`config.mk`:
```
export PLATFORM = sky130hd
export DESIGN_NAME = alarm_tone_sequencer_top_flat
export DESIGN_NICKNAME = d
export VERILOG_FILES = /design/src/sv/ats_pkg.sv /design/src/sv/ats_if.sv /design/src/sv/alarm_tone_sequencer_top.sv /design/src/flat_wrapper.sv
export SDC_FILE = /design/constraint.sdc
export NUM_CORES = 1
export LEC_CHECK = 0
export BUFFER_PORTS_ARGS = -buffer_cell sky130_fd_sc_hd__buf_2
export CAP_MARGIN = 20
export CORE_UTILIZATION = 30
export DETAILED_ROUTE_END_ITERATION = 10
export PLACE_DENSITY = 0.45
export SYNTH_ARGS = -nofsm -noshare
export SYNTH_HDL_FRONTEND = slang
export SYNTH_SLANG_ARGS = --single-unit
```
`constraint.sdc`:
```
create_clock -name clk -period 3.68 [get_ports clk]
set_clock_uncertainty 0.15 [all_clocks]
set_input_delay 0.736 -clock clk [delete_from_list [all_inputs] [get_ports clk]]
set_output_delay 0.736 -clock clk [all_outputs]
set_load 0.02 [all_outputs]
```
`src/sv/ats_pkg.sv`:
```
// ----------------------------------------------------------------------------
// ats_pkg: alarm tone sequencer shared definitions
// Level codes, register indexes, reset values and channel word types.
// ----------------------------------------------------------------------------
package ats_pkg;

	localparam int unsigned PERIOD_W = 16;
	localparam int unsigned COUNT_W  = 17;
	localparam int unsigned PHASE_W  = 3;
	localparam int unsigned CFG_IDX_W = 3;
	localparam int unsigned CFG_DATA_W = 16;

	typedef logic [1:0]            level_t;
	typedef logic [PERIOD_W-1:0]   period_t;
	typedef logic [COUNT_W-1:0]    count_t;
	typedef logic [PHASE_W-1:0]    phase_t;
	typedef logic [CFG_IDX_W-1:0]  cfg_idx_t;
	typedef logic [CFG_DATA_W-1:0] cfg_data_t;

	localparam level_t LEVEL_NONE   = 2'd0;
	localparam level_t LEVEL_LOW    = 2'd1;
	localparam level_t LEVEL_MEDIUM = 2'd2;
	localparam level_t LEVEL_HIGH   = 2'd3;

	localparam logic CMD_TICK  = 1'b0;
	localparam logic CMD_FLAGS = 1'b1;

	localparam int unsigned FLAG_HIGH   = 3;
	localparam int unsigned FLAG_MEDIUM = 2;
	localparam int unsigned FLAG_LOW    = 1;
	localparam int unsigned FLAG_NONE   = 0;

	localparam cfg_idx_t REG_TONE_HIGH   = 3'd0;
	localparam cfg_idx_t REG_TONE_MEDIUM = 3'd1;
	localparam cfg_idx_t REG_TONE_LOW    = 3'd2;
	localparam cfg_idx_t REG_CHOP_TICKS  = 3'd3;
	localparam cfg_idx_t REG_SECOND_TICKS = 3'd4;

	localparam period_t RST_TONE_HIGH    = 16'd450;
	localparam period_t RST_TONE_MEDIUM  = 16'd700;
	localparam period_t RST_TONE_LOW     = 16'd950;
	localparam period_t RST_CHOP_TICKS   = 16'd125;
	localparam period_t RST_SECOND_TICKS = 16'd1000;
	localparam period_t RST_PERIOD_HOLD  = 16'd400;

	localparam phase_t PHASE_TONE2 = 3'd4;

	typedef struct packed {
		logic       cmd;
		logic [3:0] alert_bits;
	} event_word_t;

	typedef struct packed {
		period_t pwm_period;
		logic    speaker_on;
		level_t  alarm_level;
	} tone_word_t;

endpackage

```
`src/sv/ats_if.sv`:
```
// ----------------------------------------------------------------------------
// ats_if: valid/ready channels of the alarm tone sequencer
// Event channel (tick or flags) and tone channel (period, enable, level).
// ----------------------------------------------------------------------------
interface ats_event_if;
	logic       valid;
	logic       ready;
	logic       cmd;
	logic [3:0] alert_bits;

	modport source (output valid, output cmd, output alert_bits, input ready);
	modport sink (input valid, input cmd, input alert_bits, output ready);
endinterface

interface ats_tone_if;
	logic        valid;
	logic        ready;
	logic [15:0] pwm_period;
	logic        speaker_on;
	logic [1:0]  alarm_level;

	modport source (output valid, output pwm_period, output speaker_on,
		output alarm_level, input ready);
	modport sink (input valid, input pwm_period, input speaker_on,
		input alarm_level, output ready);
endinterface

```
`src/sv/alarm_tone_sequencer_top.sv`:
```
// ----------------------------------------------------------------------------
// alarm_tone_sequencer_top: alarm buzzer pattern sequencer
// Steps the low, medium and chopped high alarm patterns on ticks and
// flag events and reports PWM period, speaker enable and level per word.
// ----------------------------------------------------------------------------
//  channel   dir  word                                    handshake
//  events    in   cmd, alert_bits                         valid/ready
//  tones     out  pwm_period, speaker_on, alarm_level     valid/ready
//  cfg       in   cfg_index, cfg_data                     cfg_we, no wait
//
//  One word is taken per cycle while tones is not stalled; its tone word
//  is registered and shows the cycle after acceptance. The next event
//  word is taken in the same cycle the held tone word is taken. A stall
//  on tones holds the tone word and blocks events only while it is
//  unread. Reset loads the register defaults and clears the pattern;
//  there is no clearing pass.
module alarm_tone_sequencer_top (
	input  logic              clk,
	input  logic              arst_n,
	input  logic              cfg_we,
	input  ats_pkg::cfg_idx_t  cfg_index,
	input  ats_pkg::cfg_data_t cfg_data,
	ats_event_if.sink         events,
	ats_tone_if.source        tones
);
	import ats_pkg::*;

	period_t tone_high_q, tone_medium_q, tone_low_q, chop_ticks_q, second_ticks_q;

	level_t  level_q, level_d;
	phase_t  phase_q, phase_d;
	count_t  count_q, count_d;
	period_t period_q, period_d;
	logic    spk_q, spk_d;

	logic       out_valid_q;
	tone_word_t out_word_q;
	logic       accept;

	count_t  count_inc;
	count_t  phase_len;
	phase_t  phase_next;
	period_t tone1, tone2;

	assign events.ready = !out_valid_q || tones.ready;
	assign accept = events.valid && events.ready;

	always_ff @(posedge clk or negedge arst_n) begin
		if (!arst_n) begin
			tone_high_q    <= RST_TONE_HIGH;
			tone_medium_q  <= RST_TONE_MEDIUM;
			tone_low_q     <= RST_TONE_LOW;
			chop_ticks_q   <= RST_CHOP_TICKS;
			second_ticks_q <= RST_SECOND_TICKS;
		end else if (cfg_we) begin
			unique case (cfg_index)
				REG_TONE_HIGH:    tone_high_q    <= cfg_data;
				REG_TONE_MEDIUM:  tone_medium_q  <= cfg_data;
				REG_TONE_LOW:     tone_low_q     <= cfg_data;
				REG_CHOP_TICKS:   chop_ticks_q   <= cfg_data;
				REG_SECOND_TICKS: second_ticks_q <= cfg_data;
				default: ;
			endcase
		end
	end

	always_comb begin
		unique case (level_q)
			LEVEL_HIGH: phase_len = {1'b0, chop_ticks_q};
			LEVEL_LOW:  phase_len = {second_ticks_q, 1'b0};
			default:    phase_len = {1'b0, second_ticks_q};
		endcase
		// tone pairs: low = low/medium, medium = medium/high, high = low/high
		tone1 = (level_q == LEVEL_MEDIUM) ? tone_medium_q : tone_low_q;
		tone2 = (level_q == LEVEL_LOW) ? tone_medium_q : tone_high_q;
		count_inc = count_q + 1'b1;
		if (level_q == LEVEL_HIGH) begin
			phase_next = phase_q + 1'b1;
		end else begin
			phase_next = (phase_q == '0) ? 3'd1 : 3'd0;
		end
	end

	always_comb begin
		level_d  = level_q;
		phase_d  = phase_q;
		count_d  = count_q;
		period_d = period_q;
		spk_d    = spk_q;
		if (events.cmd == CMD_FLAGS) begin
			priority if (events.alert_bits[FLAG_HIGH] && level_q != LEVEL_HIGH) begin
				level_d  = LEVEL_HIGH;
				phase_d  = '0;
				count_d  = '0;
				period_d = tone_low_q;
				spk_d    = 1'b1;
			end else if (events.alert_bits[FLAG_MEDIUM] && level_q != LEVEL_MEDIUM) begin
				level_d  = LEVEL_MEDIUM;
				phase_d  = '0;
				count_d  = '0;
				period_d = tone_medium_q;
				spk_d    = 1'b1;
			end else if (events.alert_bits[FLAG_LOW] && level_q != LEVEL_LOW) begin
				level_d  = LEVEL_LOW;
				phase_d  = '0;
				count_d  = '0;
				period_d = tone_low_q;
				spk_d    = 1'b1;
			end else if (events.alert_bits[FLAG_NONE]) begin
				// stop: period holds its last value
				level_d = LEVEL_NONE;
				phase_d = '0;
				count_d = '0;
				spk_d   = 1'b0;
			end
		end else if (level_q != LEVEL_NONE) begin
			count_d = count_inc;
			if (count_inc >= phase_len) begin
				count_d = '0;
				phase_d = phase_next;
				if (level_q == LEVEL_HIGH) begin
					// chopped: tone loads only at the start of each half
					if (phase_next == '0) begin
						period_d = tone1;
					end else if (phase_next == PHASE_TONE2) begin
						period_d = tone2;
					end
					spk_d = !phase_next[0];
				end else begin
					period_d = (phase_next == '0) ? tone1 : tone2;
					spk_d    = 1'b1;
				end
			end
		end
	end

	always_ff @(posedge clk or negedge arst_n) begin
		if (!arst_n) begin
			level_q     <= LEVEL_NONE;
			phase_q     <= '0;
			count_q     <= '0;
			period_q    <= RST_PERIOD_HOLD;
			spk_q       <= 1'b0;
			out_valid_q <= 1'b0;
		end else begin
			if (accept) begin
				level_q  <= level_d;
				phase_q  <= phase_d;
				count_q  <= count_d;
				period_q <= period_d;
				spk_q    <= spk_d;
			end
			if (accept) begin
				out_valid_q <= 1'b1;
			end else if (tones.ready) begin
				out_valid_q <= 1'b0;
			end
		end
	end

	always_ff @(posedge clk) begin
		if (accept) begin
			out_word_q.pwm_period  <= period_d;
			out_word_q.speaker_on  <= spk_d;
			out_word_q.alarm_level <= level_d;
		end
	end

	assign tones.valid       = out_valid_q;
	assign tones.pwm_period  = out_word_q.pwm_period;
	assign tones.speaker_on  = out_word_q.speaker_on;
	assign tones.alarm_level = out_word_q.alarm_level;

endmodule
```
`src/flat_wrapper.sv`:
```
// flat-port wrapper written by rule: the top's interface ports become plain ports
module alarm_tone_sequencer_top_flat import ats_pkg::*;
  (clk, arst_n, cfg_we, cfg_index, cfg_data, events_valid, events_cmd, events_alert_bits, events_ready, tones_valid, tones_pwm_period, tones_speaker_on, tones_alarm_level, tones_ready);
  ats_event_if events_i ();
  ats_tone_if tones_i ();
  input  logic clk;
  input  logic arst_n;
  input  logic cfg_we;
  input  ats_pkg::cfg_idx_t cfg_index;
  input  ats_pkg::cfg_data_t cfg_data;
  input wire logic [$bits(events_i.valid)-1:0] events_valid;
  input wire logic [$bits(events_i.cmd)-1:0] events_cmd;
  input wire logic [$bits(events_i.alert_bits)-1:0] events_alert_bits;
  output wire logic [$bits(events_i.ready)-1:0] events_ready;
  output wire logic [$bits(tones_i.valid)-1:0] tones_valid;
  output wire logic [$bits(tones_i.pwm_period)-1:0] tones_pwm_period;
  output wire logic [$bits(tones_i.speaker_on)-1:0] tones_speaker_on;
  output wire logic [$bits(tones_i.alarm_level)-1:0] tones_alarm_level;
  input wire logic [$bits(tones_i.ready)-1:0] tones_ready;
  assign events_i.valid = events_valid;
  assign events_i.cmd = events_cmd;
  assign events_i.alert_bits = events_alert_bits;
  assign events_ready = events_i.ready;
  assign tones_valid = tones_i.valid;
  assign tones_pwm_period = tones_i.pwm_period;
  assign tones_speaker_on = tones_i.speaker_on;
  assign tones_alarm_level = tones_i.alarm_level;
  assign tones_i.ready = tones_ready;
  alarm_tone_sequencer_top u_core (.clk(clk), .arst_n(arst_n), .cfg_we(cfg_we), .cfg_index(cfg_index), .cfg_data(cfg_data), .events(events_i), .tones(tones_i));
endmodule
```
; ---- Word-level counts from Yosys, hierarchy flattened
; Cells that the tools add are included.
[word_totals]
out_inout_bits = 21
reg_bits = 139
in_bits = 29
wordCells = 94
[classes]
n_mux = 44
n_reduce_logical = 21
n_lt_le_gt_ge = 1
add_sub_neg = 2
n_eq_ne = 12
[ops]
columns = operator, count
row1 = $mux 16, 12
row2 = $mux 17, 7
row3 = $pmux 17 s2, 1
row4 = $mux 3, 8
row5 = $add 17x1->17 const B, 1
row6 = $ge 17x17->1, 1
row7 = $mux 1, 11
row8 = $mux 2, 5
row9 = $reduce_and 2->1, 5
row10 = $logic_not 3->1, 3
row11 = $reduce_bool 2->1, 4
row12 = $eq 3x2->1 const B, 2
row13 = $eq 3x3->1 const B, 2
row14 = $ne 5x1->1 const B, 1
row15 = $eq 2x2->1 const B, 2
row16 = $logic_and 1x1->1, 4
row17 = $ne 2x2->1 const B, 2
row18 = $reduce_and 4->1, 1
row19 = $add 3x1->3 const B, 1
row20 = $eq 3x1->1 const B, 1
row21 = $reduce_and 3->1, 1
row22 = $eq 2x1->1 const B, 1
row23 = $logic_not 1->1, 2
row24 = $ne 2x1->1 const B, 1
row25 = $logic_or 1x1->1, 1

; ---- Depth between registers and ports, before layout
[logic_depth]
word_depth = 10
mapped_depth = 15
ltp_nobuf = 12

; ---- Least setup slack after synthesis
; No wires, ideal clock.
[synth_timing]
path_kind = reg2reg
from = reg u_core.count_q[4]
to = reg, netlist name u_core.tones.pwm_period[0]
path_stages_with_launch = 14
period_less_slack_ns = 3.459
setup_ns = 0.268
n_path_buf = 1
arrival_time_ns = 3.041
required_time_ns = 3.262
setup_slack_ns = 0.221
cell_sequence = dfrtp_1 nand4_1 nor3_1 nand3_1 and2_1 or2_2 ha_1 o21ai_0 nor2_1 a2111o_1 a21o_2 buf_4 nor2_1 o31ai_1
[synth_between]
elab_chain_len = 5
[synth_rtl]
columns = item, line
row1 = from (decl), alarm_tone_sequencer_top.sv:32  ; count_t count_q, count_d;
row2 = from (signal assigned), alarm_tone_sequencer_top.sv:149  ; count_q <= count_d;
row3 = $add 17x1->17, alarm_tone_sequencer_top.sv:76  ; count_inc = count_q + 1'b1;
row4 = $ge 17x17->1, alarm_tone_sequencer_top.sv:118  ; if (count_inc >= phase_len) begin
row5 = $mux 16, alarm_tone_sequencer_top.sv:118
row6 = $mux 16, alarm_tone_sequencer_top.sv:116  ; end else if (level_q != LEVEL_NONE) begin
row7 = $mux 16, alarm_tone_sequencer_top.sv:90  ; if (events.cmd == CMD_FLAGS) begin
row8 = named net u_core.period_d[0], alarm_tone_sequencer_top.sv:33  ; period_t period_q, period_d;
; The timed path passes the listed nets, and every way through them passes these cells.
; A chain may end at the register's enable or synchronous reset.

; ---- Final worst setup path
[layout_timing]
from = reg u_core.count_q[7]
to = reg, netlist name u_core.tones.pwm_period[14]
[layout_between]
elab_chain_len = 5
[layout_rtl]
columns = item, line
row1 = $add 17x1->17, alarm_tone_sequencer_top.sv:76
row2 = $ge 17x17->1, alarm_tone_sequencer_top.sv:118
row3 = $mux 16, alarm_tone_sequencer_top.sv:118
row4 = $mux 16, alarm_tone_sequencer_top.sv:116
row5 = $mux 16, alarm_tone_sequencer_top.sv:90
row6 = named net u_core.period_d[14], alarm_tone_sequencer_top.sv:33
; The timed path passes the listed nets, and every way through them passes these cells.

==> results.ini <==
[worst_setup_path]
critPathRequiredTime_ns=3.76
critPathMaxStageDelay_ns=0.55
reg2reg_depth=13
cp_top_family=compound AO/OA/AOI/OAI gates
path_cells=nand4_1 -> buf_4 -> nor4_2 -> buf_4 -> xor2_1 -> ha_1 -> nand4_1 -> nor4_1 -> a2111o_2 -> o211ai_4 -> buf_12 -> nor2_1 -> o31ai_1
cp-start-kind=flip-flop
crit_arrival_ns=3.57
critPathBufInv=3
cp_max_fo=6
cp_num_cells=13
slowest_stage=a2111o_2
criticalPathCategory=reg2reg
critPathCaptureType=flip-flop

[drt]
vias_per_cell=5.27
wl_per_cell_um=19.6
drt_iter0_markers=397
drc=0
dr.pass1.iters=5
vias=6403
antenna_left=0
drt_wl_total_mm=23.8

[floorplan]
core-area_sq_um=27100
die_w_um=169
die-height_um=169
io_pins=50
num_rows=60
design.die.area_sq_um=28400
initial_core_util_pct=30.7

[power_and_ir_drop]
pwr-share-clk_pct=24.3
peakVddDrop_mv=0.301
p_sw_mw=2.66
power_frac_seq_pct=33.2
cellLeakagePower_nw=4.11
switching_share_pct=38.8
p_per_area_nw_per_um2=695
combPwrFrac_pct=42.5
p_int_mw=4.19

[timing]
finalSetupViolCount=0
period_share_pct=95.0
period_needed_ns=3.49
worstMarginPinSlew_ns=0.887
drv_slew=0
max_clock_freq_ghz=0.286
hold_violations=0
slew_headroom_pct=40.7
tns_ns=0
setup_ws_ns=0.186
rsz0062_at_grt=false

[clocking]
cts_tree=built
postCtsHoldBufs=0
root_buffer=clkbuf_16
clock-sinks=139
path_clk_slew_ns=0.07
clkLatencyLatePin_ns=0.43
htree_levels=4
clk_path_buf_depth=2
cts_made_buffers=17

[logic_synthesis]
yosys.area.top_type=dfrtp_1
synth_top_area_share_pct=26.5
ys_async_sr_fraction_pct=86.3
synth_nets=817
seq_area_frac_synth_pct=43.4
synth_edf_count=19
netlist_area_sq_um=8320
syn_inst=768
avgSynthCellArea_sq_um=10.8
synth_flop_cell=dfrtp_1
ys_warn_count=0
ys_top_cells_by_area=dfrtp_1 (26%), mux2_2 (11%), dfstp_2 (10%), mux2i_1 (7.6%), edfxtp_1 (6.9%)
ys_ff_latch=139
ys_types=66

[global_routing]
globalRouteOverflowTotal=0
track_usage_pct=17.4
antenna_found_initial=0
grt_pass1_wl_mm=38.0
grt_max_degree=53
grt_pass1_vias=6331

[cells_and_area]
syn_to_final_growth_pct=18.5
num_antenna_cells=0
multi_input_area_sq_um=4530
ff_latch_area_sq_um=3610
drive_above_1_share_pct=33.0
fillers=2724
final_nets=879

[placed_design]
place.gp.congestion=0.791
post-place-ws_ns=0.00509
hpwl_mm=17.0
port_buffers=49

[flow_run]
cap_violations=0

[status]
status=finished, final reports clean

[min_path]
hp-class=in2async

==> worst register-to-register path, cell delays in order, from the launching register on <==
cell	delay [ns]
dfrtp_1	0.39
nand4_1	0.15
buf_4	0.19
nor4_2	0.26
buf_4	0.17
xor2_1	0.20
ha_1	0.28
nand4_1	0.10
nor4_1	0.07
a2111o_2	0.55
o211ai_4	0.28
buf_12	0.16
nor2_1	0.06
o31ai_1	0.28
==> final timing paths <==
path,slack (ns),endpoint,startpoint
max in group asynchronous,2.37,u_core.period_q[4],arst_n
worst max-delay path,0.19,u_core.tones.pwm_period[14],u_core.count_q[7]
worst min register to register,0.35,u_core.count_q[8],u_core.count_q[8]
worst min-delay path,0.15,u_core.count_q[5],arst_n
min in group clk,0.35,u_core.count_q[8],u_core.count_q[8]
worst max register to register,0.19,u_core.tones.pwm_period[14],u_core.count_q[7]
==> through the flow <==
stage | hold WS (ns) | power (mW) | std cells | cell area (sq um) | utilization [%]
after floorplan | 0.290 | 4.30 | 768 | 8320 | -
after global placement | 0.331 | 5.15 | 1181 | 9160 | 33.8
after detailed placement | 0.332 | 5.15 | 1181 | 9160 | 33.8
after CTS | 0.167 | 6.86 | 1213 | 9720 | 35.9
after global routing | 0.191 | 7.28 | 1215 | 9860 | 36.4
final | 0.151 | 6.85 | 1215 | 9860 | 36.4
==> metal layers <==
layer  track usage, %  vias to the layer above  routed length, um
met5                0                        -                  0
met4             3.83                        0                142
met3             2.88                       10               1040
met2             25.8                      160              10200
met1             26.3                     3182              12400
li1                 -                     3051                  -
==> cell type report <==
class	count	area share (%)
multi-input cells	569	45.9
flip-flops and latches	139	36.7
repair buffers	93	6.63
well taps	372	4.72
clock buffers	19	4.49
clock inverters	13	1.18
inverters	10	0.381
==> timing repair <==
item / CTS / global route
pin swaps: 0 / 8
setup endpoints to repair: 2 / 54
gates resized for setup: 2 / 23
setup buffers: 0 / 2
==> cell usage in the layout, fill, tap and decap left out, types with 19 or more instances in the layout <==
cell type / instances
dfrtp_1: 88
mux2_2: 81
mux2i_1: 63
buf_2: 48
nand2_1: 41
buf_4: 39
nor2_1: 36
dfstp_2: 32
o21ai_0: 31
o221ai_1: 27
nor3_1: 22
o31ai_1: 21
ha_1: 19
edfxtp_1: 19
==> sequential cells by signal, indices dropped and copies added (netlist names) <==
register                  cells
u_core.level_q                2
u_core.tone_high_q           16
u_core.tone_medium_q         16
u_core.count_q               17
u_core.tones.valid            1
u_core.chop_ticks_q          16
u_core.period_q              16
u_core.spk_q                  1
u_core.tones.pwm_period      16
u_core.tone_low_q            16
u_core.second_ticks_q        16
u_core.tones.alarm_level      2
u_core.phase_q                3
u_core.tones.speaker_on       1
==> synthesized netlist by cell type, drive strengths merged (3+ instances only) <==
library cell	n
xnor2	9
and2	5
edfxtp	19
nor3b	7
nand3	18
a21oi	15
nand2b	17
clkbuf	23
ha	20
o31ai	23
nor2b	11
dfrtp	88
o21ai	38
o22a	16
o211ai	7
o21bai	6
nor2	42
a211oi	3
nor3	29
o21a	10
nand2	43
a21o	4
a22oi	17
a32o	13
o22ai	6
nand4	6
buf	27
mux2	81
inv	10
o221ai	27
mux2i	64
nor4	8
xor2	6
dfstp	32
==> kinds of logic (layout without fill, tap and decap cells) <==
kind of cell	after synthesis	in the layout	synth area share (%)
AND/OR/NAND/NOR	197	197	12.2
AO/OA/AOI/OAI	192	192	17.3
multiplexers	145	145	18.8
flip-flops	139	139	43.4
buffers and inverters	60	135	3.53
adder cells (fa/ha/maj)	20	20	3.01
XOR/XNOR	15	15	1.67
==> power groups by stage <==
| stage | Combinational (mW) | Sequential (mW) | Clock, mW |
|---|---|---|---|
| final | 2.91 | 2.27 | 1.67 |
| after detailed placement | 2.86 | 2.29 | 0 |
| after global placement | 2.87 | 2.29 | 0 |
| after CTS | 2.88 | 2.26 | 1.72 |
| after global routing | 3.19 | 2.32 | 1.77 |
| after floorplan | 2.08 | 2.22 | 0 |
No activity file was read; power rests on OpenSTA's default activity.
